## config.mk

```make
export PLATFORM = sky130hd
export DESIGN_NAME = modified_utf8_decoder
export DESIGN_NICKNAME = d
export VERILOG_FILES = /design/src/hw/rtl/mu8d_pkg.sv /design/src/hw/rtl/mu8d_fifo.sv /design/src/hw/rtl/mu8d_front.sv /design/src/hw/rtl/mu8d_back.sv /design/src/hw/rtl/modified_utf8_decoder.sv
export VERILOG_INCLUDE_DIRS = /design/src /design/src/hw/rtl
export SDC_FILE = /design/constraint.sdc
export NUM_CORES = 1
export LEC_CHECK = 0
export CAP_MARGIN = 40
export CORE_AREA = 4 4 113 115
export CTS_BUF_LIST = sky130_fd_sc_hd__clkbuf_8
export DETAILED_ROUTE_END_ITERATION = 7
export DIE_AREA = 0 0 117 119
export DONT_BUFFER_PORTS = 1
export HOLD_SLACK_MARGIN = 0.02
export PLACE_DENSITY_LB_ADDON = 0.08
export SETUP_SLACK_MARGIN = 0.4
export SLEW_MARGIN = 30
export SYNTH_ARGS = -nofsm -noshare
export SYNTH_HDL_FRONTEND = slang
export SYNTH_SLANG_ARGS = --single-unit
```

## constraint.sdc

```tcl
create_clock -name clk -period 3.8 [get_ports clk]
set_input_delay 0.76 -clock clk [delete_from_list [all_inputs] [get_ports clk]]
set_output_delay 0.76 -clock clk [all_outputs]
set_load 0.01 [all_outputs]
```

## src/hw/rtl/modified_utf8_decoder_defines.svh

```systemverilog
// ----------------------------------------------------------------------------
// modified utf-8 decoder assertion macros
// ----------------------------------------------------------------------------
`ifndef MODIFIED_UTF8_DECODER_DEFINES_SVH
`define MODIFIED_UTF8_DECODER_DEFINES_SVH

// condition holds at every clock edge out of reset
`define MU8D_ASSERT_ALWAYS(lbl, cond, msg) \
	lbl: assert property (@(posedge clk) disable iff (!arst_n) (cond)) else $error(msg);

// consequent holds at the same edge as the antecedent
`define MU8D_ASSERT_IMPLY(lbl, ante, cons, msg) \
	lbl: assert property (@(posedge clk) disable iff (!arst_n) (ante) |-> (cons)) \
		else $error(msg);

`endif

```

## src/hw/rtl/mu8d_pkg.sv

```systemverilog
// ----------------------------------------------------------------------------
// mu8d_pkg
// types and codes shared by the modified utf-8 decoder modules
// ----------------------------------------------------------------------------
package mu8d_pkg;

	localparam int CpW = 21;

	localparam logic [1:0] ERR_NONE      = 2'd0;
	localparam logic [1:0] ERR_FORBIDDEN = 2'd1;
	localparam logic [1:0] ERR_MALFORMED = 2'd2;

	typedef struct packed {
		logic [7:0] byte_value;
		logic       is_end;
	} in_item_t;

	typedef struct packed {
		logic [CpW-1:0] code_point;
		logic [1:0]     error_kind;
		logic           end_of_string;
	} out_item_t;

	// what a byte means when it stands in lead position
	typedef enum logic [2:0] {
		LEAD_FORBID,
		LEAD_ASCII,
		LEAD_STRAY,
		LEAD_TWO,
		LEAD_THREE
	} lead_kind_t;

	typedef struct packed {
		logic [7:0] byte_value;
		logic       is_end;
		lead_kind_t lead;
		logic       is_cont;
		logic       is_ed;
		logic       is_ax;
		logic       is_bx;
	} cls_t;

endpackage

```

## src/hw/rtl/mu8d_fifo.sv

```systemverilog
// ----------------------------------------------------------------------------
// mu8d_fifo
// small register fifo with valid/ready on both sides
// ----------------------------------------------------------------------------
module mu8d_fifo #(
	parameter int WIDTH = 8,
	parameter int DEPTH = 2
) (
	input  logic             clk,
	input  logic             arst_n,
	input  logic             push_valid,
	output logic             push_ready,
	input  logic [WIDTH-1:0] push_data,
	output logic             pop_valid,
	input  logic             pop_ready,
	output logic [WIDTH-1:0] pop_data
);
	localparam int PtrW = (DEPTH > 1) ? $clog2(DEPTH) : 1;
	localparam int CntW = $clog2(DEPTH + 1);

	logic [WIDTH-1:0] mem_q [DEPTH];
	logic [PtrW-1:0]  wr_ptr_q;
	logic [PtrW-1:0]  rd_ptr_q;
	logic [CntW-1:0]  count_q;
	logic             do_push;
	logic             do_pop;

	assign push_ready = (count_q != CntW'(DEPTH));
	assign pop_valid  = (count_q != '0);
	assign pop_data   = mem_q[rd_ptr_q];
	assign do_push    = push_valid && push_ready;
	assign do_pop     = pop_valid && pop_ready;

	always_ff @(posedge clk or negedge arst_n) begin
		if (!arst_n) begin
			wr_ptr_q <= '0;
			rd_ptr_q <= '0;
			count_q  <= '0;
		end else begin
			if (do_push) begin
				wr_ptr_q <= (wr_ptr_q == PtrW'(DEPTH - 1)) ? '0 : wr_ptr_q + 1'b1;
			end
			if (do_pop) begin
				rd_ptr_q <= (rd_ptr_q == PtrW'(DEPTH - 1)) ? '0 : rd_ptr_q + 1'b1;
			end
			unique case ({do_push, do_pop})
				2'b10: count_q <= count_q + 1'b1;
				2'b01: count_q <= count_q - 1'b1;
				default: count_q <= count_q;
			endcase
		end
	end

	always_ff @(posedge clk) begin
		if (do_push) begin
			mem_q[wr_ptr_q] <= push_data;
		end
	end

endmodule

```

## src/hw/rtl/mu8d_front.sv

```systemverilog
// ----------------------------------------------------------------------------
// mu8d_front
// takes input bytes and tags them with their lead and continuation classes
// ----------------------------------------------------------------------------
module mu8d_front (
	input  logic               item_valid,
	output logic               item_ready,
	input  mu8d_pkg::in_item_t item,
	output logic               cls_valid,
	input  logic               cls_ready,
	output mu8d_pkg::cls_t     cls
);
	import mu8d_pkg::*;

	logic [7:0] b;

	assign b          = item.byte_value;
	assign item_ready = cls_ready;
	assign cls_valid  = item_valid;

	always_comb begin
		cls.byte_value = b;
		cls.is_end     = item.is_end;
		cls.is_cont    = (b[7:6] == 2'b10);
		cls.is_ed      = (b == 8'hed);
		cls.is_ax      = (b[7:4] == 4'ha);
		cls.is_bx      = (b[7:4] == 4'hb);
		priority if (b == 8'h00 || b[7:4] == 4'hf) begin
			cls.lead = LEAD_FORBID;
		end else if (!b[7]) begin
			cls.lead = LEAD_ASCII;
		end else if (b[7:6] == 2'b10) begin
			cls.lead = LEAD_STRAY;
		end else if (b[7:5] == 3'b110) begin
			cls.lead = LEAD_TWO;
		end else begin
			cls.lead = LEAD_THREE;
		end
	end

endmodule

```

## src/hw/rtl/mu8d_back.sv

```systemverilog
// ----------------------------------------------------------------------------
// mu8d_back
// sequence decoder: tracks the held prefix and emits code points and errors
// ----------------------------------------------------------------------------
module mu8d_back (
	input  logic                clk,
	input  logic                arst_n,
	input  logic                cls_valid,
	output logic                cls_ready,
	input  mu8d_pkg::cls_t      cls,
	output logic                res_valid,
	input  logic                res_ready,
	output mu8d_pkg::out_item_t res
);
	import mu8d_pkg::*;

	typedef enum logic [3:0] {
		ST_IDLE,
		ST_TWO1,
		ST_THREE1,
		ST_THREE2,
		ST_ED1,
		ST_PAIR2,
		ST_PAIR3,
		ST_PAIR4,
		ST_PAIR5
	} state_t;

	typedef struct packed {
		logic      valid;
		out_item_t item;
	} step_t;

	function automatic step_t f_none();
		step_t s;
		s = '0;
		return s;
	endfunction

	function automatic step_t f_emit(logic [CpW-1:0] cp);
		step_t s;
		s.valid              = 1'b1;
		s.item.code_point    = cp;
		s.item.error_kind    = ERR_NONE;
		s.item.end_of_string = 1'b0;
		return s;
	endfunction

	function automatic step_t f_err(logic [1:0] kind);
		step_t s;
		s.valid              = 1'b1;
		s.item.code_point    = '0;
		s.item.error_kind    = kind;
		s.item.end_of_string = 1'b1;
		return s;
	endfunction

	state_t    state_q;
	logic      skip_q;
	logic      pend_valid_q;
	out_item_t pend_q;
	logic [4:0] lead_q;
	logic [5:0] b1_q;
	logic [5:0] b2_q;
	logic [3:0] b4_q;

	state_t nxt;
	state_t ls_nxt;
	state_t es_nxt;
	step_t  ls;
	step_t  es;
	step_t  r0;
	step_t  r1;
	logic   fin;
	logic   take;
	logic   got_err;
	logic [4:0]     pair_plane;
	logic [CpW-1:0] held3_cp;
	logic [CpW-1:0] three_cp;
	logic [CpW-1:0] two_cp;
	logic [CpW-1:0] pair_cp;

	assign fin        = cls.is_end;
	assign cls_ready  = !pend_valid_q && res_ready;
	assign take       = cls_valid && cls_ready;
	assign pair_plane = {1'b0, b1_q[3:0]} + 5'd1;
	assign held3_cp   = {5'd0, lead_q[3:0], b1_q, b2_q};
	assign three_cp   = {5'd0, lead_q[3:0], b1_q, cls.byte_value[5:0]};
	assign two_cp     = {10'd0, lead_q, cls.byte_value[5:0]};
	assign pair_cp    = {pair_plane, b2_q, b4_q, cls.byte_value[5:0]};

	// the byte taken as a fresh lead
	always_comb begin
		ls     = f_none();
		ls_nxt = ST_IDLE;
		unique case (cls.lead)
			LEAD_FORBID: ls = f_err(ERR_FORBIDDEN);
			LEAD_ASCII: ls = f_emit({14'd0, cls.byte_value[6:0]});
			LEAD_STRAY: ls = f_err(ERR_MALFORMED);
			LEAD_TWO: begin
				if (fin) begin
					ls = f_err(ERR_MALFORMED);
				end else begin
					ls_nxt = ST_TWO1;
				end
			end
			LEAD_THREE: begin
				if (fin) begin
					ls = f_err(ERR_MALFORMED);
				end else begin
					ls_nxt = cls.is_ed ? ST_ED1 : ST_THREE1;
				end
			end
			default: ls = f_err(ERR_MALFORMED);
		endcase
	end

	// the byte taken as second byte after an ed lead
	always_comb begin
		es     = f_none();
		es_nxt = ST_IDLE;
		priority if (!cls.is_cont || fin) begin
			es = f_err(ERR_MALFORMED);
		end else if (cls.is_ax) begin
			es_nxt = ST_PAIR2;
		end else begin
			es_nxt = ST_THREE2;
		end
	end

	always_comb begin
		r0  = f_none();
		r1  = f_none();
		nxt = state_q;
		unique case (state_q)
			ST_IDLE: begin
				r0  = ls;
				nxt = ls_nxt;
			end
			ST_TWO1: begin
				nxt = ST_IDLE;
				r0  = cls.is_cont ? f_emit(two_cp) : f_err(ERR_MALFORMED);
			end
			ST_THREE1: begin
				if (!cls.is_cont || fin) begin
					r0  = f_err(ERR_MALFORMED);
					nxt = ST_IDLE;
				end else begin
					nxt = ST_THREE2;
				end
			end
			ST_THREE2: begin
				nxt = ST_IDLE;
				r0  = cls.is_cont ? f_emit(three_cp) : f_err(ERR_MALFORMED);
			end
			ST_ED1: begin
				r0  = es;
				nxt = es_nxt;
			end
			ST_PAIR2: begin
				if (!cls.is_cont) begin
					r0  = f_err(ERR_MALFORMED);
					nxt = ST_IDLE;
				end else if (fin) begin
					r0  = f_emit(three_cp);
					nxt = ST_IDLE;
				end else begin
					nxt = ST_PAIR3;
				end
			end
			// pair broken: the held three bytes become a lone surrogate
			ST_PAIR3: begin
				if (cls.is_ed && !fin) begin
					nxt = ST_PAIR4;
				end else begin
					r0  = f_emit(held3_cp);
					r1  = ls;
					nxt = ls_nxt;
				end
			end
			ST_PAIR4: begin
				if (cls.is_bx && !fin) begin
					nxt = ST_PAIR5;
				end else begin
					r0  = f_emit(held3_cp);
					r1  = es;
					nxt = es_nxt;
				end
			end
			ST_PAIR5: begin
				nxt = ST_IDLE;
				if (cls.is_cont) begin
					r0 = f_emit(pair_cp);
				end else begin
					r0 = f_emit(held3_cp);
					r1 = f_err(ERR_MALFORMED);
				end
			end
			default: nxt = ST_IDLE;
		endcase
		if (fin) begin
			priority if (r1.valid) begin
				r1.item.end_of_string = 1'b1;
			end else if (r0.valid) begin
				r0.item.end_of_string = 1'b1;
			end
		end
		got_err = (r0.valid && r0.item.error_kind != ERR_NONE)
			|| (r1.valid && r1.item.error_kind != ERR_NONE);
	end

	assign res_valid = pend_valid_q || (cls_valid && !skip_q && r0.valid);
	assign res       = pend_valid_q ? pend_q : r0.item;

	always_ff @(posedge clk or negedge arst_n) begin
		if (!arst_n) begin
			state_q      <= ST_IDLE;
			skip_q       <= 1'b0;
			pend_valid_q <= 1'b0;
		end else begin
			if (pend_valid_q && res_ready) begin
				pend_valid_q <= 1'b0;
			end
			if (take) begin
				if (skip_q) begin
					if (fin) begin
						skip_q <= 1'b0;
					end
				end else begin
					state_q <= nxt;
					if (got_err && !fin) begin
						skip_q <= 1'b1;
					end
					if (r1.valid) begin
						pend_valid_q <= 1'b1;
					end
				end
			end
		end
	end

	// held sequence bytes, written as the state advances
	always_ff @(posedge clk) begin
		if (take && !skip_q) begin
			if (r1.valid) begin
				pend_q <= r1.item;
			end
			unique case (nxt)
				ST_TWO1, ST_THREE1, ST_ED1: lead_q <= cls.byte_value[4:0];
				ST_THREE2, ST_PAIR2: b1_q <= cls.byte_value[5:0];
				ST_PAIR3: b2_q <= cls.byte_value[5:0];
				ST_PAIR5: b4_q <= cls.byte_value[3:0];
				default: begin
				end
			endcase
		end
	end

endmodule

```

## src/hw/rtl/modified_utf8_decoder.sv

```systemverilog
// ----------------------------------------------------------------------------
// modified_utf8_decoder
// path: a byte's result passes the registered input queue and then the registered
//   result queue before it is offered on the output
// throughput: one byte per cycle while the result queue has room; a byte that breaks a held
//   surrogate pair gives two results and holds the decoder until its second result is queued
// reset: clears queues, decoder state and the skip-after-error flag
// ----------------------------------------------------------------------------
`include "modified_utf8_decoder_defines.svh"

module modified_utf8_decoder #(
	parameter int QUEUE_DEPTH  = 2,
	parameter int RESULT_DEPTH = 2
) (
	input  logic                clk,
	input  logic                arst_n,
	input  logic                item_valid,
	output logic                item_ready,
	input  mu8d_pkg::in_item_t  item,
	output logic                result_valid,
	input  logic                result_ready,
	output mu8d_pkg::out_item_t result
);
	import mu8d_pkg::*;

	localparam int ClsW = $bits(cls_t);
	localparam int ResW = $bits(out_item_t);

	cls_t      front_cls;
	logic      front_valid;
	logic      front_ready;
	cls_t      q_head;
	logic      q_valid;
	logic      q_ready;
	out_item_t back_res;
	logic      back_valid;
	logic      back_ready;

	mu8d_front u_front (
		.item_valid (item_valid),
		.item_ready (item_ready),
		.item       (item),
		.cls_valid  (front_valid),
		.cls_ready  (front_ready),
		.cls        (front_cls)
	);

	mu8d_fifo #(
		.WIDTH (ClsW),
		.DEPTH (QUEUE_DEPTH)
	) u_queue (
		.clk        (clk),
		.arst_n     (arst_n),
		.push_valid (front_valid),
		.push_ready (front_ready),
		.push_data  (front_cls),
		.pop_valid  (q_valid),
		.pop_ready  (q_ready),
		.pop_data   (q_head)
	);

	mu8d_back u_back (
		.clk       (clk),
		.arst_n    (arst_n),
		.cls_valid (q_valid),
		.cls_ready (q_ready),
		.cls       (q_head),
		.res_valid (back_valid),
		.res_ready (back_ready),
		.res       (back_res)
	);

	mu8d_fifo #(
		.WIDTH (ResW),
		.DEPTH (RESULT_DEPTH)
	) u_results (
		.clk        (clk),
		.arst_n     (arst_n),
		.push_valid (back_valid),
		.push_ready (back_ready),
		.push_data  (back_res),
		.pop_valid  (result_valid),
		.pop_ready  (result_ready),
		.pop_data   (result)
	);

	// an error result always closes the string and carries no code point
	`MU8D_ASSERT_IMPLY(a_err_closes, back_valid && back_res.error_kind != ERR_NONE, back_res.end_of_string && back_res.code_point == '0, "error result without end of string or with a code point")
	`MU8D_ASSERT_IMPLY(a_cp_range, back_valid, back_res.code_point <= 21'h10ffff, "code point out of range")
	`MU8D_ASSERT_IMPLY(a_err_code, result_valid, result.error_kind == ERR_NONE || result.error_kind == ERR_FORBIDDEN || result.error_kind == ERR_MALFORMED, "unknown error kind")

endmodule
```

**Yosys cells after proc, flatten, opt, wreduce, memory -nomap -nowiden**

Memory sizes are Yosys's and may differ from the RTL's.
Index checks and enable logic that the tools add are counted.

- Register bits: 59
- RAM bits: 80
- Input port bits: 13
- Output and inout port bits: 26
- Word-level logic and storage cells: 151
- Memories kept: 2

- Add/sub/neg operators: 9
- Eq/ne operators: 30
- Muxes and demuxes: 52
- Bitwise operators: 1
- Reductions and logical operators: 41

Memories:

| name | words | bits a word | read ports | clocked after memory_dff | write ports | line | RTL |
|---|---|---|---|---|---|---|---|
| u_results.mem_q | 2 | 24 | 1 | 0 | 1 | mu8d_fifo.sv:21 | `logic [WIDTH-1:0] mem_q [DEPTH];` |
| u_queue.mem_q | 2 | 16 | 1 | 0 | 1 | mu8d_fifo.sv:21 |  |

Operators by type and width:

| kind | count |
|---|---|
| $mux 25 | 9 |
| $pmux 25 s8 | 1 |
| $pmux 25 s3 | 2 |
| $mux 24 | 2 |
| $eq 4x3->1 const B | 7 |
| $pmux 4 s6 | 1 |
| $mux 3 | 7 |
| $eq 4x4->1 const B | 5 |
| $mux 4 | 5 |
| $mux 1 | 19 |
| $mux 19 | 1 |
| $eq 4x2->1 const B | 4 |
| $logic_and 1x1->1 | 14 |
| $mux 14 | 1 |
| $reduce_and 2->1 | 6 |
| $reduce_bool 2->1 | 6 |
| $eq 4x1->1 const B | 2 |
| $eq 8x8->1 const B | 1 |
| $logic_not 8->1 | 1 |
| $pmux 2 s2 | 2 |
| $pmux 4 s2 | 1 |
| $eq 2x2->1 const B | 3 |
| $eq 3x3->1 const B | 2 |
| $reduce_or 2->1 | 3 |
| other kinds (15) | 28 |

**Longest topological paths before layout**

An unclocked memory read counts as a cell.

- Depth in word-level cells: 12
- Gate-level depth with buffers: 11
- Gate-level depth less buffers: 9

**Cells and area by module**

Synthesis repeated with hierarchy kept, for this count alone.

- Cell total of the unflattened synthesis: 415
- Area, all modules: 5755.5 um2

Modules (own cells, without submodules):

| module | times used | cells an instance | area each (um2) | sequential area each (um2) |
|---|---|---|---|---|
| mu8d_back | 1 | 233 | 2290.9 | 1081.0 |
| mu8d_fifo (u_results) | 1 | 92 | 1940.6 | 1541.5 |
| mu8d_fifo (u_queue) | 1 | 67 | 1358.8 | 1061.0 |
| mu8d_front | 1 | 23 | 165.2 | 0.0 |

**Least setup slack after synthesis**

OpenSTA, ideal clock, no wires.

- Path kind: register to register
- Start: register u_queue.rd_ptr_q
- End: memory u_results.mem_q[1][0] (netlist name) (enable)
- Library setup time: 405 ps
- Arrival time: 2670 ps
- Required time: 3395 ps
- Slack: 725 ps
- Cell stages (with the launch flop): 9
- Buffers on the path: 2
- Period minus slack after synthesis: 3075 ps
- Cells stage by stage: dfrtp_1 buf_6 buf_6 nand3b_1 nand4_1 a311oi_1 a211oi_2 a211o_1 nor2_1

- Cells in the longest elaborated chain, start to end: 10
- Elaborated cells on any way between the ends: 24
- Those cells by class: 3 x eq/ne; 10 x mux; 10 x reduce/logical; 1 x memory

RTL lines:

| element | line | RTL |
|---|---|---|
| start, declared | mu8d_fifo.sv:23 | `logic [PtrW-1:0] rd_ptr_q;` |
| start signal, assigned | mu8d_fifo.sv:44 | `rd_ptr_q <= (rd_ptr_q == PtrW'(DEPTH - 1)) ? '0 : rd_ptr_q + 1'b1;` |
| $mem_v2 2x16 (*) | -- |  |
| $eq 3x2->1, or another cell as far along | mu8d_back.sv:96 | `unique case (cls.lead)` |
| $reduce_or 2->1 (no line), or another cell as far along | -- |  |
| $pmux 25 s3, or another cell as far along | mu8d_back.sv:96 |  |
| $pmux 25 s8 (*) | mu8d_back.sv:135 | `unique case (state_q)` |
| $logic_and 1x1->1 (*) | mu8d_back.sv:212 | `assign res_valid = pend_valid_q \|\| (cls_valid && !skip_q && r0.valid);` |
| $logic_or 1x1->1 (*) | mu8d_back.sv:212 |  |
| $logic_and 1x1->1 (*) | mu8d_fifo.sv:31 | `assign do_push = push_valid && push_ready;` |
| $mux 1 (*) | mu8d_fifo.sv:55 | `if (do_push) begin` |
| $mux 1 (not written as such) (*) | mu8d_fifo.sv:56 | `mem_q[wr_ptr_q] <= push_data;` |
| end, declared | mu8d_fifo.sv:21 |  |

Mark *: on every way between the ends. The rest lies on a longest branch, timed or not.

**Worst setup path in the final report**

- Start: register u_queue.rd_ptr_q
- End: register u_back.lead_q[1] (enable)

- Cells in the longest elaborated chain, start to end: 9
- Elaborated cells on any way between the ends: 25
- Those cells by class: 5 x eq/ne; 12 x mux; 7 x reduce/logical; 1 x memory

RTL lines:

| element | line | RTL |
|---|---|---|
| $mem_v2 2x16 (*) | -- |  |
| $mux 3 / $logic_not 1->1 (equally long branches) | mu8d_back.sv:111, mu8d_back.sv:122, mu8d_back.sv:145 |  |
| $mux 4 / $logic_or 1x1->1 (equally long branches) | mu8d_back.sv:108, mu8d_back.sv:122, mu8d_back.sv:145 |  |
| $pmux 4 s2 / $mux 4 (equally long branches) | mu8d_back.sv:96, mu8d_back.sv:122 |  |
| $mux 4 (on tied branches) | mu8d_back.sv:173, mu8d_back.sv:182 |  |
| $pmux 4 s6 (*) | mu8d_back.sv:135 |  |
| $eq 4x1->1, or another cell as far along | mu8d_back.sv:248 | `unique case (nxt)` |
| $reduce_or 3->1 (*) | mu8d_back.sv:248 |  |
| $reduce_and 2->1 (no line) (*) | -- |  |
| end signal, assigned | mu8d_back.sv:249 | `ST_TWO1, ST_THREE1, ST_ED1: lead_q <= cls.byte_value[4:0];` |
| end, declared | mu8d_back.sv:62 | `logic [4:0] lead_q;` |

Marked as above.
A chain may end at the register's enable or synchronous reset.

==> flow_summary.rst <==
.. list-table::
   :header-rows: 1

   * - Metric
     - Value
   * - Outcome
     - complete, no violations
   * - Worst reg2reg path startpoint
     - u_queue.rd_ptr_q
   * - Cts bufs inserted
     - 17
   * - Main combinational cell family by area after synthesis
     - simple AND/OR/NAND/NOR gates
   * - Initial Utilization
     - 48.9%
   * - Number of antenna violations at the first check in global routing
     - 0
   * - Startpoint of the worst hold path
     - item[0]
   * - Clock-pin slew reported for the worst setup and hold paths after clock tree synthesis
     - 0.08 ns
   * - Count of buffers inserted at the top-level ports
     - 0
   * - Power share of the clock group
     - 23.0%
   * - Maximum number of pins on one net before global-route repair
     - 26
   * - Min-Delay Endpoint
     - u_queue.mem_q[1][7]
   * - Area occupied by registers
     - 0.00362 mm²
   * - Routed vias
     - 3,509
   * - Number of design-rule violations left by the first detailed-router iteration
     - 305
   * - Final setup fails
     - 0
   * - Clock H-tree levels
     - 4
   * - Total area of multi-input combinational cells
     - 0.00203 mm²
   * - Synthesized area per cell
     - 13.7 µm²
   * - Number of search-and-repair iterations in the first detailed-routing pass
     - 5
   * - Boundary pin count
     - 39
   * - Fill cells
     - 1,018
   * - Mux cell area share after synthesis
     - 7.43%
   * - Cell area after synthesis
     - 0.00578 mm²
   * - Num Clock Sinks
     - 123
   * - Met3 routed wirelength
     - 580 µm
   * - Post-layout power
     - 5.14 mW
   * - Post-synthesis share of cell area spent on and, or, nand and nor gates
     - 13.7%
   * - Synthesis-to-finish area growth
     - 10.1%
   * - Type of the worst setup path
     - reg2reg
   * - Post-route clock skew
     - 0.0150 ns
   * - Slew HR
     - 49.4%
   * - Sequential cell area fraction in the yosys report
     - 62.7%
   * - Fmax achieved
     - 0.328 GHz
   * - Total number of yosys warnings
     - 0
   * - Post-synth cell types
     - 69
   * - Crit path DAT
     - 3.13 ns
   * - Aggregate global-route resource usage
     - 17.8%
   * - Register-to-register setup slack
     - 0.75 ns
   * - Compound-cell area share of the yosys netlist
     - 11.4%
   * - Final-report max-slew violation count
     - 0
   * - Leading cell types by total area after synthesis
     - sky130_fd_sc_hd__edfxtp_1 (57%), sky130_fd_sc_hd__mux2_2 (6.6%), sky130_fd_sc_hd__dfrtp_1 (6.1%), sky130_fd_sc_hd__nor2_1 (1.9%), sky130_fd_sc_hd__a21o_1 (1.7%)
   * - Global-route congestion overflow total
     - 0
   * - Share of the synthesized area in the top cell type
     - 56.6%
   * - Final hold slack
     - 0.408 ns
   * - Final Cycle Share
     - 80.3%
   * - Cell-internal power
     - 3.34 mW
   * - XOR/XNOR Fraction of Synth Area
     - 1.97%
   * - Detailed-routed wire length on met2
     - 5.51 mm
   * - Post-cts hold buffer count
     - 1
   * - Sum Neg Setup Slack
     - 0 ns
   * - DP HPWL
     - 8.24 mm
   * - Launching element type of the critical path
     - flop
   * - Floorplan die height
     - 119 µm
   * - Reg-to-Reg End
     - u_back.lead_q[1]
   * - Total power density per cell area
     - 808 mW/mm²
   * - Net switching fraction of the power
     - 35.0%
   * - Combinational cell fraction of total power
     - 32.9%
   * - Post-route antenna net violation count
     - 0
   * - Wire length of the first global-routing pass
     - 18.6 mm
   * - Layout Nets
     - 451
   * - Die span in x
     - 117 µm
   * - Adder and majority cell fraction of the synthesized area
     - 0.650%
   * - Final GP Congestion
     - 0.966
   * - Top routing layer used
     - met4
   * - Final Instance Count excl. Fillers
     - 595
   * - Placed cell count
     - 562
   * - Number of nets produced by synthesis
     - 439
   * - Most used flip-flop cell after synthesis
     - sky130_fd_sc_hd__edfxtp_1
   * - CP Max Fanout
     - 23
   * - Part of the power in registers
     - 44.1%
   * - Std cell rows
     - 40
   * - DRC viols
     - 0
   * - Maximum resistive drop on vdd
     - 0.280 mV
   * - Cell accounting for the most synthesized area
     - sky130_fd_sc_hd__edfxtp_1
   * - Unrepaired setup endpoints after global routing
     - false
   * - Inserted Diodes
     - 0
   * - Met1 wire length
     - 5.36 mm
   * - Max clock buf depth
     - 2
   * - Max Cap Viol
     - 0
   * - NetSw
     - 1.80 mW
   * - Average wire per cell in the routed design
     - 19.7 µm
   * - Post-synth EDFFs
     - 109
   * - Register-to-Register Path Depth
     - 7
   * - WL final
     - 11.7 mm
   * - Proportion of layout cells with a drive suffix above 1
     - 21.4%
   * - Flops & latches, synth
     - 123
   * - Buffer type at the clock tree root
     - sky130_fd_sc_hd__clkbuf_8
   * - Hold Path Depth
     - 0
   * - Required time at the endpoint of the critical path
     - 3.88 ns
   * - Total setup buffers inserted after CTS
     - 0
   * - CTS tree
     - done
   * - Leakage power
     - 2.32 nW
   * - Synthesized netlist cell count
     - 423
   * - Final critical path time including I/O delays and setup
     - 3.05 ns
   * - Clk Latency, worst-skew pair
     - 0.44 ns
   * - Via density per instance
     - 5.90
   * - Post-CTS sizing
     - 0
   * - Hold Fails Final Rpt
     - 0
   * - Floorplan die area
     - 0.0139 mm²
   * - Measured slew at the worst slew-check pin
     - 0.759 ns
   * - Vias in the first global route
     - 3,480
   * - Hold Crit Class
     - in2reg
   * - Floorplan Core Area
     - 0.0118 mm²
   * - Async set or reset register ratio after synthesis
     - 11.4%
   * - CP endpoint kind
     - flop
==> layout make-up <==
class                   count  area share [%]
clock buffers              17            3.68
clock inverters            15            2.69
inverters                   6           0.354
multi-input cells         275            32.0
flip-flops and latches    123            57.0
well taps                 147            2.89
repair buffers             12            1.45
==> flip-flops by register name, indices dropped and copies added (netlist names) <==
signal	cells
u_back.b2_q	6
u_queue.mem_q	30
u_results.mem_q	48
u_back.b1_q	6
u_results.rd_ptr_q	1
u_results.count_q	2
u_queue.wr_ptr_q	1
u_back.lead_q	5
u_back.skip_q	1
u_back.pend_valid_q	1
u_back.pend_q	10
u_queue.rd_ptr_q	1
u_results.wr_ptr_q	1
u_back.state_q	4
u_back.b4_q	4
u_queue.count_q	2
==> synth_stat cells (all sizes together) (4+ instances only) <==
cell and number:
a211oi 4, a21o 13, a21oi 15, a222oi 6, a22o 6, a22oi 5, and2 5, buf 10
clkbuf 9, dfrtp 14, edfxtp 109, inv 6, mux2 34, nand2 21, nand2b 4, nand3 10
nand3b 6, nor2 31, nor2b 15, nor3 11, nor3b 4, nor4 4, o21ai 8, o22ai 4
or3 4, or3b 5, xnor2 8, xor2 5
==> logic make-up after synthesis <==
kind of cell             Yosys count
AO/OA/AOI/OAI                     85
XOR/XNOR                          13
adder cells (fa/ha/maj)            3
buffers and inverters             25
flip-flops                       123
multiplexers                      37
AND/OR/NAND/NOR                  137
==> metal layers <==
| layer | vias to the layer above | GRT usage [%] |
|---|---|---|
| met5 | - | 0 |
| met4 | 0 | 8.24 |
| met3 | 24 | 5.13 |
| met2 | 104 | 26.1 |
| met1 | 1713 | 24.3 |
| li1 | 1668 | - |
==> worst max path at each step <==
stage / startpoint / end / slack (ns) / depth (start not counted)
floorplan: u_queue.rd_ptr_q / u_results.mem_q[1][0] / 0.73 / 8
global placement: u_queue.rd_ptr_q / u_back.lead_q[1] / 0.84 / 7
detailed placement: u_queue.rd_ptr_q / u_back.lead_q[1] / 0.76 / 7
CTS: u_queue.rd_ptr_q / u_back.lead_q[1] / 0.73 / 7
global route: u_queue.rd_ptr_q / u_back.lead_q[1] / 0.55 / 7
finish: u_queue.rd_ptr_q / u_back.lead_q[1] / 0.75 / 7
==> per-stage QoR <==
step | setup WS [ns] | cell area [µm²] | util (%)
2_1_floorplan | 0.725 | 5780 | -
3_3_place_gp | 0.840 | 5950 | 50.3
3_5_place_dp | 0.756 | 5950 | 50.4
4_1_cts | 0.733 | 6360 | 53.9
5_1_grt | 0.547 | 6360 | 53.9
6_report | 0.747 | 6360 | 53.9
==> power groups by stage <==
stage / Sequential, mW / Combinational (mW) / Clock, mW
global route: 2.31 / 1.86 / 1.28
floorplan: 2.13 / 1.43 / 0
global placement: 2.28 / 1.68 / 0
detailed placement: 2.30 / 1.69 / 0
CTS: 2.27 / 1.71 / 1.21
finish: 2.27 / 1.69 / 1.18
==> layout by cell type, fill, tap and decap left out, types with 3 or more instances in the layout <==
master | netlist | routed
sky130_fd_sc_hd__edfxtp_1 | 109 | 109
sky130_fd_sc_hd__a222oi_1 | 6 | 6
sky130_fd_sc_hd__o21ai_1 | 5 | 5
sky130_fd_sc_hd__clkbuf_8 | 0 | 17
sky130_fd_sc_hd__and3b_1 | 3 | 3
sky130_fd_sc_hd__a22o_1 | 6 | 6
sky130_fd_sc_hd__dfrtp_1 | 14 | 13
sky130_fd_sc_hd__a21o_1 | 13 | 13
sky130_fd_sc_hd__nor2b_1 | 15 | 15
sky130_fd_sc_hd__or3_1 | 4 | 4
sky130_fd_sc_hd__xor2_1 | 5 | 5
sky130_fd_sc_hd__inv_1 | 6 | 6
sky130_fd_sc_hd__mux2_2 | 34 | 34
sky130_fd_sc_hd__a21oi_1 | 14 | 14
sky130_fd_sc_hd__a31oi_1 | 3 | 3
sky130_fd_sc_hd__ha_1 | 3 | 3
sky130_fd_sc_hd__nor2_1 | 30 | 28
sky130_fd_sc_hd__nand3_1 | 9 | 9
sky130_fd_sc_hd__nor4_1 | 3 | 3
sky130_fd_sc_hd__inv_6 | 0 | 3
sky130_fd_sc_hd__o21ai_0 | 3 | 3
sky130_fd_sc_hd__nand2_1 | 21 | 21
sky130_fd_sc_hd__nor3_1 | 11 | 11
sky130_fd_sc_hd__a22oi_1 | 5 | 5
sky130_fd_sc_hd__and2_1 | 5 | 5
sky130_fd_sc_hd__nor2_2 | 1 | 3
sky130_fd_sc_hd__o211ai_1 | 3 | 3
sky130_fd_sc_hd__buf_4 | 0 | 11
sky130_fd_sc_hd__o22ai_1 | 3 | 3
sky130_fd_sc_hd__nand3b_1 | 6 | 6
sky130_fd_sc_hd__xnor2_1 | 8 | 8
sky130_fd_sc_hd__or3b_1 | 3 | 3
sky130_fd_sc_hd__bufinv_16 | 0 | 3
sky130_fd_sc_hd__clkinv_2 | 0 | 3
sky130_fd_sc_hd__and3_1 | 3 | 3
sky130_fd_sc_hd__nor3b_1 | 3 | 3
sky130_fd_sc_hd__nand2b_1 | 4 | 4
==> worst max-delay path, stage by stage, from the launching register on <==
cell and delay [ns]:
sky130_fd_sc_hd__dfrtp_1 0.66, sky130_fd_sc_hd__buf_4 0.33, sky130_fd_sc_hd__or3b_4 0.44, sky130_fd_sc_hd__a2111oi_4 0.38, sky130_fd_sc_hd__o22ai_2 0.15, sky130_fd_sc_hd__a211oi_2 0.23, sky130_fd_sc_hd__o21ai_1 0.09, sky130_fd_sc_hd__a21oi_1 0.42
Power figures use the tool's default switching activity.
